[src/hw/rtl/fpa_pkg.sv]
`default_nettype none
package fpa_pkg;

	localparam int FRAC_BITS = 8;
	localparam int DIV_STEPS = 34;
	localparam int DIV_EXT_W = 66;

	localparam logic [3:0] OP_ADD      = 4'd0;
	localparam logic [3:0] OP_SUB      = 4'd1;
	localparam logic [3:0] OP_MUL      = 4'd2;
	localparam logic [3:0] OP_DIV      = 4'd3;
	localparam logic [3:0] OP_LT       = 4'd4;
	localparam logic [3:0] OP_GT       = 4'd5;
	localparam logic [3:0] OP_LE       = 4'd6;
	localparam logic [3:0] OP_GE       = 4'd7;
	localparam logic [3:0] OP_EQ       = 4'd8;
	localparam logic [3:0] OP_NE       = 4'd9;
	localparam logic [3:0] OP_INC      = 4'd10;
	localparam logic [3:0] OP_DEC      = 4'd11;
	localparam logic [3:0] OP_MIN      = 4'd12;
	localparam logic [3:0] OP_MAX      = 4'd13;
	localparam logic [3:0] OP_FROM_INT = 4'd14;
	localparam logic [3:0] OP_TO_INT   = 4'd15;

	localparam logic [1:0] STAT_OK   = 2'd0;
	localparam logic [1:0] STAT_SAT  = 2'd1;
	localparam logic [1:0] STAT_DIV0 = 2'd2;

	localparam logic [31:0] S32_MAX = 32'h7fff_ffff;
	localparam logic [31:0] S32_MIN = 32'h8000_0000;

	typedef struct packed {
		logic [31:0] res;
		logic        cmp;
		logic [1:0]  status;
		logic        is_div;
		logic        div_sat;
		logic        div_neg;
	} fpa_side_t;

	typedef struct packed {
		logic [31:0] rem;
		logic [DIV_STEPS-1:0] low;
		logic [DIV_STEPS-1:0] quo;
		logic [31:0] den;
	} fpa_div_t;

	// clamp a 33-bit signed sum into 32 bits, msb of result is the overflow flag
	function automatic logic [32:0] sat33(input logic [32:0] v);
		logic [32:0] r;
		begin
			if (v[32] != v[31]) begin
				r = {1'b1, (v[32] ? S32_MIN : S32_MAX)};
			end else begin
				r = {1'b0, v[31:0]};
			end
			return r;
		end
	endfunction

endpackage
`default_nettype wire

[src/hw/rtl/fpa_back.sv]
`default_nettype none
module fpa_back (
	input  wire logic               clk,
	input  wire logic               arst_n,
	input  wire logic               en,
	input  wire logic               in_valid,
	input  fpa_pkg::fpa_side_t      in_side,
	input  fpa_pkg::fpa_div_t       in_div,
	output logic                    valid_q,
	output logic [31:0]             res_q,
	output logic                    cmp_q,
	output logic [1:0]              status_q
);

	logic [fpa_pkg::DIV_STEPS:0]   q_ext;
	logic [fpa_pkg::DIV_STEPS-1:0] q_c;
	logic [31:0]                   res_c;
	logic [1:0]                    status_c;

	// round half away from zero on the doubled quotient
	always_comb begin
		q_ext    = {1'b0, in_div.quo} + 1'b1;
		q_c      = q_ext[fpa_pkg::DIV_STEPS:1];
		res_c    = in_side.res;
		status_c = in_side.status;
		if (in_side.is_div) begin
			if (in_side.div_neg) begin
				if (in_side.div_sat || q_c > 34'h0_8000_0000) begin
					res_c    = fpa_pkg::S32_MIN;
					status_c = fpa_pkg::STAT_SAT;
				end else begin
					res_c = 32'(-q_c);
				end
			end else begin
				if (in_side.div_sat || q_c > 34'h0_7fff_ffff) begin
					res_c    = fpa_pkg::S32_MAX;
					status_c = fpa_pkg::STAT_SAT;
				end else begin
					res_c = q_c[31:0];
				end
			end
		end
	end

	always_ff @(posedge clk or negedge arst_n) begin
		if (!arst_n) begin
			valid_q <= 1'b0;
		end else if (en) begin
			valid_q <= in_valid;
		end
	end

	always_ff @(posedge clk) begin
		if (en) begin
			res_q    <= res_c;
			cmp_q    <= in_side.cmp;
			status_q <= status_c;
		end
	end

endmodule
`default_nettype wire

[config.mk]
export PLATFORM = sky130hd
export DESIGN_NAME = fpa_back
export DESIGN_NICKNAME = d
export VERILOG_FILES = /design/src/hw/rtl/fpa_pkg.sv /design/src/hw/rtl/fpa_back.sv
export SDC_FILE = /design/constraint.sdc
export NUM_CORES = 1
export LEC_CHECK = 0
export BUFFER_PORTS_ARGS = -buffer_cell sky130_fd_sc_hd__buf_2
export CORE_MARGIN = 1
export CORE_UTILIZATION = 46
export DETAILED_ROUTE_END_ITERATION = 10
export HOLD_SLACK_MARGIN = 0.08
export MAX_ROUTING_LAYER = met4
export PLACE_DENSITY = 0.9
export SLEW_MARGIN = 20
export SYNTH_ARGS = -nofsm -noshare
export SYNTH_HDL_FRONTEND = slang
export SYNTH_SLANG_ARGS = --single-unit
[constraint.sdc]
create_clock -name clk -period 0.8 [get_ports clk]
set_input_delay 0.08 -clock clk [delete_from_list [all_inputs] [get_ports clk]]
set_output_delay 0.08 -clock clk [all_outputs]
set_load 0.05 [all_outputs]
==> results.yml, run 1 <==
cts:
  clkSinkCount: 36
  numCtsBuffers: 5
  cts_buffer_depth: 2
  cts-root-buf: "clkbuf_8"
  htreeDepth: 2
logic_synthesis:
  ys_seq_elements: 36
  synth_edf_count: 35
  synthFlopType: "edfxtp_1"
  syn_inst: 497
  ys_async_sr_fraction_pct: 2.778
  syn_area_per_cell_um2: 7.706
  yosys_warnings: 0
  synth-seq-area-share_pct: 28.10
  synth_area_um2: 3830
  yosysUniqueCellTypes: 59
  syn_nets: 674
global_route:
  grt_max_degree: 30
  overflow: 47
  grt_usage_pct: 84.02
status:
  status: "did not finish"
  stop_error: "[ERROR GRT-0232] Routing congestion too high. Check the congestion heatmap in the GUI."
  stop_stage: "global routing"
placement:
  gp_congestion: 0.9733
  portBuffers: 111
  dp_hpwl_um: 12260
die:
  num_io_pins: 210
  start_util_pct: 48.56
  die_y_um: 93.25
  fp.dieW_um: 93.25
  rows: 32
==> Yosys cell counts, types with 4 or more instances <==
| library cell | number | area [um^2] |
|---|---|---|
| buf_2 | 17 | 85.08 |
| nor4_2 | 4 | 50.05 |
| and2_1 | 7 | 43.79 |
| nor3_1 | 21 | 105.1 |
| edfxtp_1 | 35 | 1051 |
| o211ai_1 | 4 | 30.03 |
| a31oi_1 | 6 | 37.54 |
| nand3_1 | 28 | 140.1 |
| o22ai_1 | 4 | 25.02 |
| o31ai_1 | 4 | 30.03 |
| nor2_1 | 83 | 311.6 |
| and4b_1 | 6 | 60.06 |
| and3_1 | 11 | 68.82 |
| a21oi_1 | 20 | 100.1 |
| mux2i_1 | 9 | 90.09 |
| nand2_1 | 36 | 135.1 |
| xnor2_1 | 26 | 227.7 |
| inv_1 | 6 | 22.52 |
| nand4b_1 | 4 | 35.03 |
| or3_1 | 6 | 37.54 |
| o21ai_0 | 31 | 155.2 |
| clkbuf_1 | 19 | 71.32 |
| and4_1 | 7 | 61.31 |
| nor4_1 | 4 | 25.02 |
| xor2_1 | 14 | 122.6 |
| o311ai_0 | 7 | 61.31 |
| nand4_1 | 16 | 100.1 |
| a211oi_1 | 13 | 97.59 |
==> layer usage <==
| layer | overflow | GRT usage [%] |
|---|---|---|
| met1 | 2 | 82.81 |
| met2 | 16 | 93.14 |
| met3 | 3 | 72.85 |
| met4 | 26 | 85.64 |
| met5 | - | - |
==> logic make-up after synthesis <==
group                      after synthesis  synth area share, %
adders and majority gates                3               0.9802
buffers and inverters                   44                4.868
xor gates and xnor gates                40                9.147
muxes                                   12                3.234
and+or+nand+nor                        256                35.81
DFF                                     36                28.10
AOI/OAI and AO/OA                      106                17.87
==> repair_timing <==
| item | 4_1_cts |
|---|---|
| gates resized for setup | 203 |
| setup buffers | 32 |
| endpoints found under the hold margin | 6 |
| hold buffers | 4 |
| endpoints found under the setup margin | 70 |
| pin swaps | 45 |
| gates cloned | 0 |
==> stage by stage <==
step / worst slack, ns / area [um^2] / std cells / hold WS [ns]
floorplan: -1.627 / 4006 / 497 / -0.2156
global placement: -1.958 / 5625 / 819 / -0.1462
detailed placement: -2.159 / 5625 / 819 / -0.1441
CTS: -1.436 / 6805 / 863 / 0.04710
==> inputs of run 2 (changes only) <==
--- a/config.mk
+++ b/config.mk
@@ -7,11 +7,9 @@
 export LEC_CHECK = 0
 export BUFFER_PORTS_ARGS = -buffer_cell sky130_fd_sc_hd__buf_2
 export CORE_MARGIN = 1
-export CORE_UTILIZATION = 46
+export CORE_UTILIZATION = 40
 export DETAILED_ROUTE_END_ITERATION = 10
-export HOLD_SLACK_MARGIN = 0.08
-export MAX_ROUTING_LAYER = met4
-export PLACE_DENSITY = 0.9
+export PLACE_DENSITY_LB_ADDON = 0.15
 export SLEW_MARGIN = 20
 export SYNTH_ARGS = -nofsm -noshare
 export SYNTH_HDL_FRONTEND = slang
==> run 2 against run 1 <==
  * Synthesized cell count is the same
  * The flow now finishes, with violations (negative setup slack)
  * Synthesized area is the same
==> results.yml, run 2 <==
status:
  status: "complete, but fails checks"
  violations: "negative setup slack"
critical_path:
  worst_path_max_delay_cell: "or4b_4"
  crit_buf_inv: 3
  worstSetupStartpointType: "input port"
  cpLargestDelayFamily: "simple AND/OR/NAND/NOR gates"
  r2r_start: "valid_q$_DFFE_PN0P_"
  critPathCaptureType: "flop"
  path_max_fanout: 7
  path_class: "input port to flop"
  worstPathRequired_ns: 0.96
  r2r_end: "valid_q$_DFFE_PN0P_"
  crit_chain: "buf_6 -> nand4_1 -> buf_6 -> nor4_4 -> xnor2_2 -> and2_4 -> nand4_1 -> buf_4 -> nor2_4 -> a41o_4 -> or4b_4 -> nand3_2"
  slowest_delay_ns: 0.49
  path_depth: 12
  r2r_cells: 1
  crit_arrival_ns: 2.51
  r2r_slack_ns: 0.03
global_route:
  grt_pass1_vias: 4513
  overflow: 0
  grt_usage_pct: 26.52
  grt_pass1_wl_um: 21380
  grt_max_degree: 38
  antenna_found_initial: 0
placement:
  dp.cells: 848
  dp_hpwl_um: 10210
  gp_congestion: 0.8711
  portBuffers: 111
  dp_slack_ns: -2.035
  placed_area_um2: 5712
logic_synthesis:
  yosysTopAreaCellShare_pct: 27.44
  synthFlopType: "edfxtp_1"
  synth_top_area_cell: "edfxtp_1"
  synth_edf_count: 35
  yosysUniqueCellTypes: 59
  syn_inst: 497
  synth_area_um2: 3830
  yosys-top-cells-area: "edfxtp_1, nor2_1, xnor2_1"
  syn_area_per_cell_um2: 7.706
  yosys_warnings: 0
  ys_seq_elements: 36
  synthTopCellsByCount: "nor2_1, nand2_1, edfxtp_1, o21ai_0, nand3_1"
  synth-seq-area-share_pct: 28.10
  synth.most_common_cell: "nor2_1"
  syn_nets: 674
  ys_async_sr_fraction_pct: 2.778
drt:
  wl_per_cell_um: 15.92
  vias: 4869
  met1_length_um: 6413
  first_iter_violations: 249
  wl_met3_um: 888
  drc: 0
  dr_wl_met2_um: 6686
  ant_nets: 0
  firstDrtPassIters: 5
  viasPerCell: 5.459
  top_layer_used: "met4"
  wl_um: 14200
die:
  die_area_um2: 9970
  core_area_um2: 9240
  start_util_pct: 41.45
  num_io_pins: 210
  rows: 35
  die_y_um: 99.85
  fp.dieW_um: 99.85
sta:
  tightest_slew_ns: 0.4342
  period_minus_slack_ns: 2.351
  finClkSkew_ns: 0
  setup_viol: 70
  fin_tns_setup_ns: -53.49
  relSlewSlack_pct: 70.85
  slew_violations: 0
  hold_viol: 0
  fin_crit_sh_pct: 293.9
  rsz0062_at_grt: "yes"
  fmax_ghz: 0.4253
  final.setup.worst_slack_ns: -1.551
final_layout:
  seq_area_um2: 1077
  multi_input_area_um2: 3282
  final_common_cell: "buf_4"
  n_antenna_cell: 0
  largest_reg_flops: 32
  top_regs: "res_q (32), status_q (2)"
  final_layout_size_suffix_gt1_share_pct: 54.39
  fillers: 627
  final_cell_mix: "buf_4, nor2_1, buf_2"
  design_area_um2: 7117
  fin_cells: 892
  nets: 939
  area_growth_syn_to_layout_pct: 85.82
  top_register: "res_q"
hold_path:
  hold_start: "in_valid"
  worstHoldEndpoint: "valid_q$_DFFE_PN0P_"
  holdPathStages: 2
  hold_path.class: "input port to flop"
cts:
  cts_tree: "yes"
  numCtsBuffers: 5
  clk_latency_ns: 0.28
  htreeDepth: 2
  cts_buffer_depth: 2
  clkSinkCount: 36
  cts-root-buf: "clkbuf_8"
  clkTransAtPathRegs_ns: 0.07
power_and_ir_drop:
  leakage_uw: 0.002920
  peakVddDrop_mv: 0.6445
  pwr_density_cell_nw_per_um2: 1018
job:
  maxCapViolCount: 0
## run 2: how the worst max path moves through the flow
stage                from                   to  slack [ns]
2_1_floorplan  in_div[32]  res_q[29]$_DFFE_PP_       -1.63
3_3_place_gp   in_div[32]  res_q[21]$_DFFE_PP_       -2.00
3_5_place_dp   in_div[32]  res_q[21]$_DFFE_PP_       -2.04
4_1_cts        in_div[33]  res_q[31]$_DFFE_PP_       -1.45
5_1_grt        in_div[36]  res_q[31]$_DFFE_PP_       -1.65
6_report       in_div[36]  res_q[29]$_DFFE_PP_       -1.55
## run 2: logic make-up after synthesis
family                   synth area share, %
adder cells (fa/ha/maj)               0.9802
buffers and inverters                  4.868
flip-flops                             28.10
multiplexers                           3.234
XOR/XNOR                               9.147
AO/OA/AOI/OAI                          17.87
AND/OR/NAND/NOR                        35.81
## run 2: cell type report
class	instances	share of cell area, %
flip-flops and latches	36	15.14
clock inverters	2	0.4923
well taps	129	2.268
repair buffers	296	34.65
clock buffers	6	1.020
inverters	6	0.3165
multi-input cells	417	46.11
## run 2: power by group
group	leakage, uW	total, uW	switching (uW)	internal, uW
clock network	0.0000552	1560	639	925
logic	0.00251	3300	1850	1450
registers	0.000355	2380	88.7	2290
## run 2: per-layer routing
layer	up-vias	global-route usage, %
li1	2379	-
met1	2259	37.26
met2	210	43.93
met3	21	2.646
met4	0	6.222
met5	-	0
## run 2: metrics by stage
stage	hold slack [ns]	util, %	power (uW)
2_1_floorplan	-0.2156	-	3893
3_3_place_gp	-0.1445	61.81	4970
3_5_place_dp	-0.1415	61.81	5006
4_1_cts	0.02509	72.67	7065
5_1_grt	0.04504	77.02	7539
6_report	0.04138	77.02	7245
## run 2: what timing repair did
| item | in CTS | in global routing |
|---|---|---|
| resized for setup | 188 | 56 |
| hold buffers | 2 | 0 |
| hold endpoints to repair | 2 | 0 |
| pin swaps | 50 | 29 |
| cloned | 0 | 1 |
| setup buffers | 30 | 10 |
| setup endpoints to repair | 70 | 70 |
Power figures use the tool's default switching activity.
