### config.mk
export PLATFORM = sky130hd
export DESIGN_NAME = fpa_front
export DESIGN_NICKNAME = d
export VERILOG_FILES = /design/src/hw/rtl/fpa_pkg.sv /design/src/hw/rtl/fpa_front.sv
export SDC_FILE = /design/constraint.sdc
export NUM_CORES = 2
export LEC_CHECK = 0
export BUFFER_PORTS_ARGS = -buffer_cell sky130_fd_sc_hd__buf_2
export CORE_MARGIN = 2
export CORE_UTILIZATION = 50
export CTS_CLUSTER_DIAMETER = 60
export DETAILED_ROUTE_END_ITERATION = 6
export GPL_TIMING_DRIVEN = 1
export PLACE_DENSITY = 0.64
export SLEW_MARGIN = 5
export SYNTH_ARGS = -nofsm -noshare
export SYNTH_HDL_FRONTEND = slang
export SYNTH_SLANG_ARGS = --single-unit
### constraint.sdc
create_clock -name clk -period 16.9 [get_ports clk]
set_input_delay 0.845 -clock clk [delete_from_list [all_inputs] [get_ports clk]]
set_output_delay 0.845 -clock clk [all_outputs]
set_load 0.05 [all_outputs]
### src/hw/rtl/fpa_pkg.sv
`default_nettype none
package fpa_pkg;

	localparam int FRAC_BITS = 8;
	localparam int DIV_STEPS = 34;
	localparam int DIV_EXT_W = 66;

	localparam logic [3:0] OP_ADD      = 4'd0;
	localparam logic [3:0] OP_SUB      = 4'd1;
	localparam logic [3:0] OP_MUL      = 4'd2;
	localparam logic [3:0] OP_DIV      = 4'd3;
	localparam logic [3:0] OP_LT       = 4'd4;
	localparam logic [3:0] OP_GT       = 4'd5;
	localparam logic [3:0] OP_LE       = 4'd6;
	localparam logic [3:0] OP_GE       = 4'd7;
	localparam logic [3:0] OP_EQ       = 4'd8;
	localparam logic [3:0] OP_NE       = 4'd9;
	localparam logic [3:0] OP_INC      = 4'd10;
	localparam logic [3:0] OP_DEC      = 4'd11;
	localparam logic [3:0] OP_MIN      = 4'd12;
	localparam logic [3:0] OP_MAX      = 4'd13;
	localparam logic [3:0] OP_FROM_INT = 4'd14;
	localparam logic [3:0] OP_TO_INT   = 4'd15;

	localparam logic [1:0] STAT_OK   = 2'd0;
	localparam logic [1:0] STAT_SAT  = 2'd1;
	localparam logic [1:0] STAT_DIV0 = 2'd2;

	localparam logic [31:0] S32_MAX = 32'h7fff_ffff;
	localparam logic [31:0] S32_MIN = 32'h8000_0000;

	typedef struct packed {
		logic [31:0] res;
		logic        cmp;
		logic [1:0]  status;
		logic        is_div;
		logic        div_sat;
		logic        div_neg;
	} fpa_side_t;

	typedef struct packed {
		logic [31:0] rem;
		logic [DIV_STEPS-1:0] low;
		logic [DIV_STEPS-1:0] quo;
		logic [31:0] den;
	} fpa_div_t;

	// clamp a 33-bit signed sum into 32 bits, msb of result is the overflow flag
	function automatic logic [32:0] sat33(input logic [32:0] v);
		logic [32:0] r;
		begin
			if (v[32] != v[31]) begin
				r = {1'b1, (v[32] ? S32_MIN : S32_MAX)};
			end else begin
				r = {1'b0, v[31:0]};
			end
			return r;
		end
	endfunction

endpackage
`default_nettype wire

### src/hw/rtl/fpa_front.sv
`default_nettype none
module fpa_front (
	input  wire logic              clk,
	input  wire logic              arst_n,
	input  wire logic              en,
	input  wire logic              in_valid,
	input  wire logic [3:0]        op,
	input  wire logic [31:0]       a,
	input  wire logic [31:0]       b,
	output logic                   valid_s3,
	output fpa_pkg::fpa_side_t     side_s3,
	output fpa_pkg::fpa_div_t      div_s3
);

	localparam int DIV_EXT_W_L = fpa_pkg::DIV_EXT_W;

	logic        valid_s1;
	logic [3:0]  op_s1;
	logic [31:0] a_s1;
	logic [31:0] b_s1;

	logic               valid_s2;
	fpa_pkg::fpa_side_t side_s2;
	logic               is_mul_s2;
	logic [63:0]        prod_s2;
	logic [31:0]        na_s2;
	logic [31:0]        nb_s2;

	fpa_pkg::fpa_side_t side_c2;
	logic [32:0] sum_c, diff_c, inc_c, dec_c;
	logic [32:0] sat_sum, sat_diff, sat_inc, sat_dec;
	logic [63:0] fi_c;
	logic        fi_ovf;
	logic        lt_c, eq_c;

	fpa_pkg::fpa_side_t side_c3;
	fpa_pkg::fpa_div_t  div_c3;
	logic [63:0] mag_c;
	logic [63:0] rnd_c;
	logic [DIV_EXT_W_L-1:0] dext_c;

	always_ff @(posedge clk or negedge arst_n) begin
		if (!arst_n) begin
			valid_s1 <= 1'b0;
			valid_s2 <= 1'b0;
			valid_s3 <= 1'b0;
		end else if (en) begin
			valid_s1 <= in_valid;
			valid_s2 <= valid_s1;
			valid_s3 <= valid_s2;
		end
	end

	// stage 1: input register
	always_ff @(posedge clk) begin
		if (en) begin
			op_s1 <= op;
			a_s1  <= a;
			b_s1  <= b;
		end
	end

	// stage 2: simple ops, multiply, divide magnitudes
	always_comb begin
		sum_c    = {a_s1[31], a_s1} + {b_s1[31], b_s1};
		diff_c   = {a_s1[31], a_s1} - {b_s1[31], b_s1};
		inc_c    = {a_s1[31], a_s1} + 33'd1;
		dec_c    = {a_s1[31], a_s1} - 33'd1;
		sat_sum  = fpa_pkg::sat33(sum_c);
		sat_diff = fpa_pkg::sat33(diff_c);
		sat_inc  = fpa_pkg::sat33(inc_c);
		sat_dec  = fpa_pkg::sat33(dec_c);
		fi_c     = {{32{a_s1[31]}}, a_s1} << fpa_pkg::FRAC_BITS;
		fi_ovf   = fi_c[63:31] != {33{fi_c[63]}};
		lt_c     = $signed(a_s1) < $signed(b_s1);
		eq_c     = a_s1 == b_s1;

		side_c2 = '0;
		case (op_s1)
			fpa_pkg::OP_ADD: begin
				side_c2.res    = sat_sum[31:0];
				side_c2.status = sat_sum[32] ? fpa_pkg::STAT_SAT : fpa_pkg::STAT_OK;
			end
			fpa_pkg::OP_SUB: begin
				side_c2.res    = sat_diff[31:0];
				side_c2.status = sat_diff[32] ? fpa_pkg::STAT_SAT : fpa_pkg::STAT_OK;
			end
			fpa_pkg::OP_MUL: begin
				side_c2.res = '0;
			end
			fpa_pkg::OP_DIV: begin
				if (b_s1 == '0) begin
					side_c2.status = fpa_pkg::STAT_DIV0;
				end else begin
					side_c2.is_div  = 1'b1;
					side_c2.div_neg = a_s1[31] ^ b_s1[31];
				end
			end
			fpa_pkg::OP_LT: side_c2.cmp = lt_c;
			fpa_pkg::OP_GT: side_c2.cmp = !lt_c && !eq_c;
			fpa_pkg::OP_LE: side_c2.cmp = lt_c || eq_c;
			fpa_pkg::OP_GE: side_c2.cmp = !lt_c;
			fpa_pkg::OP_EQ: side_c2.cmp = eq_c;
			fpa_pkg::OP_NE: side_c2.cmp = !eq_c;
			fpa_pkg::OP_INC: begin
				side_c2.res    = sat_inc[31:0];
				side_c2.status = sat_inc[32] ? fpa_pkg::STAT_SAT : fpa_pkg::STAT_OK;
			end
			fpa_pkg::OP_DEC: begin
				side_c2.res    = sat_dec[31:0];
				side_c2.status = sat_dec[32] ? fpa_pkg::STAT_SAT : fpa_pkg::STAT_OK;
			end
			fpa_pkg::OP_MIN: side_c2.res = lt_c ? a_s1 : b_s1;
			fpa_pkg::OP_MAX: side_c2.res = lt_c ? b_s1 : a_s1;
			fpa_pkg::OP_FROM_INT: begin
				if (fi_ovf) begin
					side_c2.res    = a_s1[31] ? fpa_pkg::S32_MIN : fpa_pkg::S32_MAX;
					side_c2.status = fpa_pkg::STAT_SAT;
				end else begin
					side_c2.res = fi_c[31:0];
				end
			end
			fpa_pkg::OP_TO_INT: side_c2.res = 32'($signed(a_s1) >>> fpa_pkg::FRAC_BITS);
			default: side_c2 = '0;
		endcase
	end

	always_ff @(posedge clk) begin
		if (en) begin
			side_s2   <= side_c2;
			is_mul_s2 <= op_s1 == fpa_pkg::OP_MUL;
			prod_s2   <= 64'($signed(a_s1) * $signed(b_s1));
			na_s2     <= a_s1[31] ? 32'(-a_s1) : a_s1;
			nb_s2     <= b_s1[31] ? 32'(-b_s1) : b_s1;
		end
	end

	// stage 3: multiply rounding and divider setup
	always_comb begin
		mag_c   = prod_s2[63] ? 64'(-prod_s2) : prod_s2;
		rnd_c   = (mag_c + (64'd1 << (fpa_pkg::FRAC_BITS - 1))) >> fpa_pkg::FRAC_BITS;
		side_c3 = side_s2;
		if (is_mul_s2) begin
			if (prod_s2[63]) begin
				if (rnd_c > 64'h8000_0000) begin
					side_c3.res    = fpa_pkg::S32_MIN;
					side_c3.status = fpa_pkg::STAT_SAT;
				end else begin
					side_c3.res = 32'(-rnd_c);
				end
			end else begin
				if (rnd_c > 64'h7fff_ffff) begin
					side_c3.res    = fpa_pkg::S32_MAX;
					side_c3.status = fpa_pkg::STAT_SAT;
				end else begin
					side_c3.res = rnd_c[31:0];
				end
			end
		end
		dext_c  = DIV_EXT_W_L'(na_s2) << (fpa_pkg::FRAC_BITS + 1);
		div_c3.rem = dext_c[DIV_EXT_W_L-1 -: 32];
		div_c3.low = dext_c[fpa_pkg::DIV_STEPS-1:0];
		div_c3.quo = '0;
		div_c3.den = nb_s2;
		side_c3.div_sat = dext_c[DIV_EXT_W_L-1 -: 32] >= nb_s2;
	end

	always_ff @(posedge clk) begin
		if (en) begin
			side_s3 <= side_c3;
			div_s3  <= div_c3;
		end
	end

endmodule
`default_nettype wire

==> metrics <==
Hold Crit Start b[16]; Detailed Route Iter0 Violations 4758; Cells after Synth ~6500; post-layout net count just under 8000; Post-synth EDFFs 336; Worst Max-Slew Pin Slew ~1.1 ns; WP data required 17.26 ns; RSZ-0062 raised after global routing false; hold endpoint b_s1[16]$_DFFE_PP_; DR DRC count 0; Worst-path clk slew 0.07 ns; global-route wire length before repair 307 mm; core area about 120000 µm²; Post-CTS Setup Bufs 0; CP arrival 10.06 ns; CTS tree yes; critical path class register to register; Via density just under 6; number of buffers created by CTS 47; cell taking the most area after synthesis fa_1; most frequent cell after synthesis inv_1; DR vias 46900; Slew headroom 0.235; DRT antenna net count 0; Hold Fails Final Rpt 0; CTS Buffer Depth 3; HPWL after DPL 155 mm; gpl congestion about 0.96; Area growth syn-to-layout 6.01%; sequential element share of the synthesized area 0.169; Die Ht 351 µm; Crit Path Max Fanout 31; die area 123000 µm²; Port Buffers about 170; Initial Utilization 0.503; Synth Area per Inst 9.29 µm²; final design utilization 0.533; worst-skew pair later-pin latency 0.66 ns; total grt overflow 0; CP max stage cell clkinv_1; Max H-tree Level 2; post-synth top area share 0.361; Post-DP Area 62200 µm²; Crit. End Element register; Root Buffer clkbuf_16; critical path launch point type register; Hold Crit Class input pin to register; Fill cells 11000; Sum Neg Setup Slack 0 ns; period utilization 0.574; Top FF cell, synth edfxtp_1; initial antenna violation count 13; pin count of the biggest net entering global routing roughly 150; Async S/R FF share, synth 0.00885; post-layout min period just under 10 ns; WHS Path Cells 1; worst r2r dst prod_s2[63]$_DFFE_PP_; vias in the first global route 48000; Worst Reg-to-Reg Cells 28; Clock Skew 0.0424 ns; synthesized flop and latch total 339; clk sinks 339; maxcap violations 0; Max Slew Vio Count 0; Std-Cell Rows 127; number of top-level pins roughly 240; Synth Cell Area 60200 µm²; final wirelength 204 mm; worst r2r src b_s1[1]$_DFFE_PP_; Die Wd 351 µm; reg-to-reg setup timing slack 7.20 ns; Avg WL per Cell 25.2 µm; Top cell by count, worst path fa_1; pre-CTS setup slack between 7 and 8 ns; total iterations of the first detailed-routing run 5; fraction of layout cells with a size suffix above 1 0.0665; Yosys cell types a little under 100; Max Freq 0.103 GHz; top cells by count, synth 1151 x inv_1, 1084 x fa_1, 660 x nand2_1, 407 x nor2_1, 395 x and2_1; # setup viols final 0; fin area 63800 µm²; yosys synthesis warning count 0; synth top area cells fa_1 36%, edfxtp_1 17%, inv_1 7.2%; CP max stage delay 0.89 ns; GRT Util Overall 0.337; status completed; final worst slack 7.20 ns
## sequential cells by signal, indices dropped and copies added, names as in the netlist, 3 cells and up
register and flops:
a_s1 32, b_s1 32, div_s3 64, na_s2 32, nb_s2 32, op_s1 4, prod_s2 64, side_c3 3
side_s2 34, side_s3 38
## metrics by stage
stage	instances	hold slack [ns]
after floorplan	6546	0.400
after global placement	7994	0.401
after detailed placement	7994	0.405
after CTS	8083	0.323
after global routing	8083	0.340
final	8086	0.357
## final cells by class
type | count | area, µm² | share of cell area
clock inverters | 36 | 364 | 0.00571
inverters | 1165 | 4370 | 0.0686
clock buffers | 52 | 1190 | 0.0187
well taps | 1612 | 2020 | 0.0316
flip-flops and latches | 339 | 10200 | 0.159
diodes | 3 | 7.51 | 0.000118
multi-input cells | 4599 | 44000 | 0.689
repair buffers | 280 | 1690 | 0.0265
## cells in the final DEF (no fill, tap or decap), types with 47 or more instances in the layout
master,n
nor3_1,104
a21oi_1,222
o21ai_0,129
nand3_1,91
xnor2_1,231
xor2_1,97
clkbuf_16,47
buf_4,104
a21o_1,64
inv_1,1151
edfxtp_1,336
o31ai_1,48
fa_1,1084
nand2_1,660
buf_2,173
nor2_1,407
conb_1,68
ha_1,265
and2_1,395
## worst max-delay path by stage
stage	startpoint	end	slack (ns)
2_1_floorplan	a_s1[31]$_DFFE_PP_	prod_s2[63]$_DFFE_PP_	8.48
3_3_place_gp	b_s1[1]$_DFFE_PP_	prod_s2[63]$_DFFE_PP_	7.47
3_5_place_dp	b_s1[1]$_DFFE_PP_	prod_s2[63]$_DFFE_PP_	7.35
4_1_cts	b_s1[1]$_DFFE_PP_	prod_s2[63]$_DFFE_PP_	7.28
5_1_grt	b_s1[1]$_DFFE_PP_	prod_s2[63]$_DFFE_PP_	6.71
6_report	b_s1[1]$_DFFE_PP_	prod_s2[63]$_DFFE_PP_	7.20
## metal layers
| layer | share of wire | GRT usage | wire length (µm) |
|---|---|---|---|
| met5 | 0.00058 | 0 | 118 |
| met4 | 0.051 | 0.145 | 10400 |
| met3 | 0.11 | 0.0746 | 21500 |
| met2 | 0.45 | 0.529 | 91300 |
| met1 | 0.40 | 0.452 | 80600 |
## cell families after synthesis
family | synth area share
simple gates | 0.162
other cells | 0.0000623
flops | 0.169
xor+xnor | 0.0480
compound gates | 0.0907
buf+inv | 0.105
fa+ha+maj | 0.416
mux | 0.00932
## critical path, delay by kind of cell (launching register included)
family | cells | cell delay [ns]
simple gates | 2 | 0.67
xor+xnor | 1 | 0.14
buf+inv | 6 | 1.52
flops | 1 | 0.33
fa+ha+maj | 9 | 3.74
compound gates | 10 | 2.98
## timing repair
action / in CTS / in global routing
endpoints found under the hold margin: 3 / 0
hold buffers: 1 / 0
gates resized for setup: 0 / 0
Power is not shown: default switching activity piles up to over one toggle a cycle in this logic, so the estimate is an artifact.
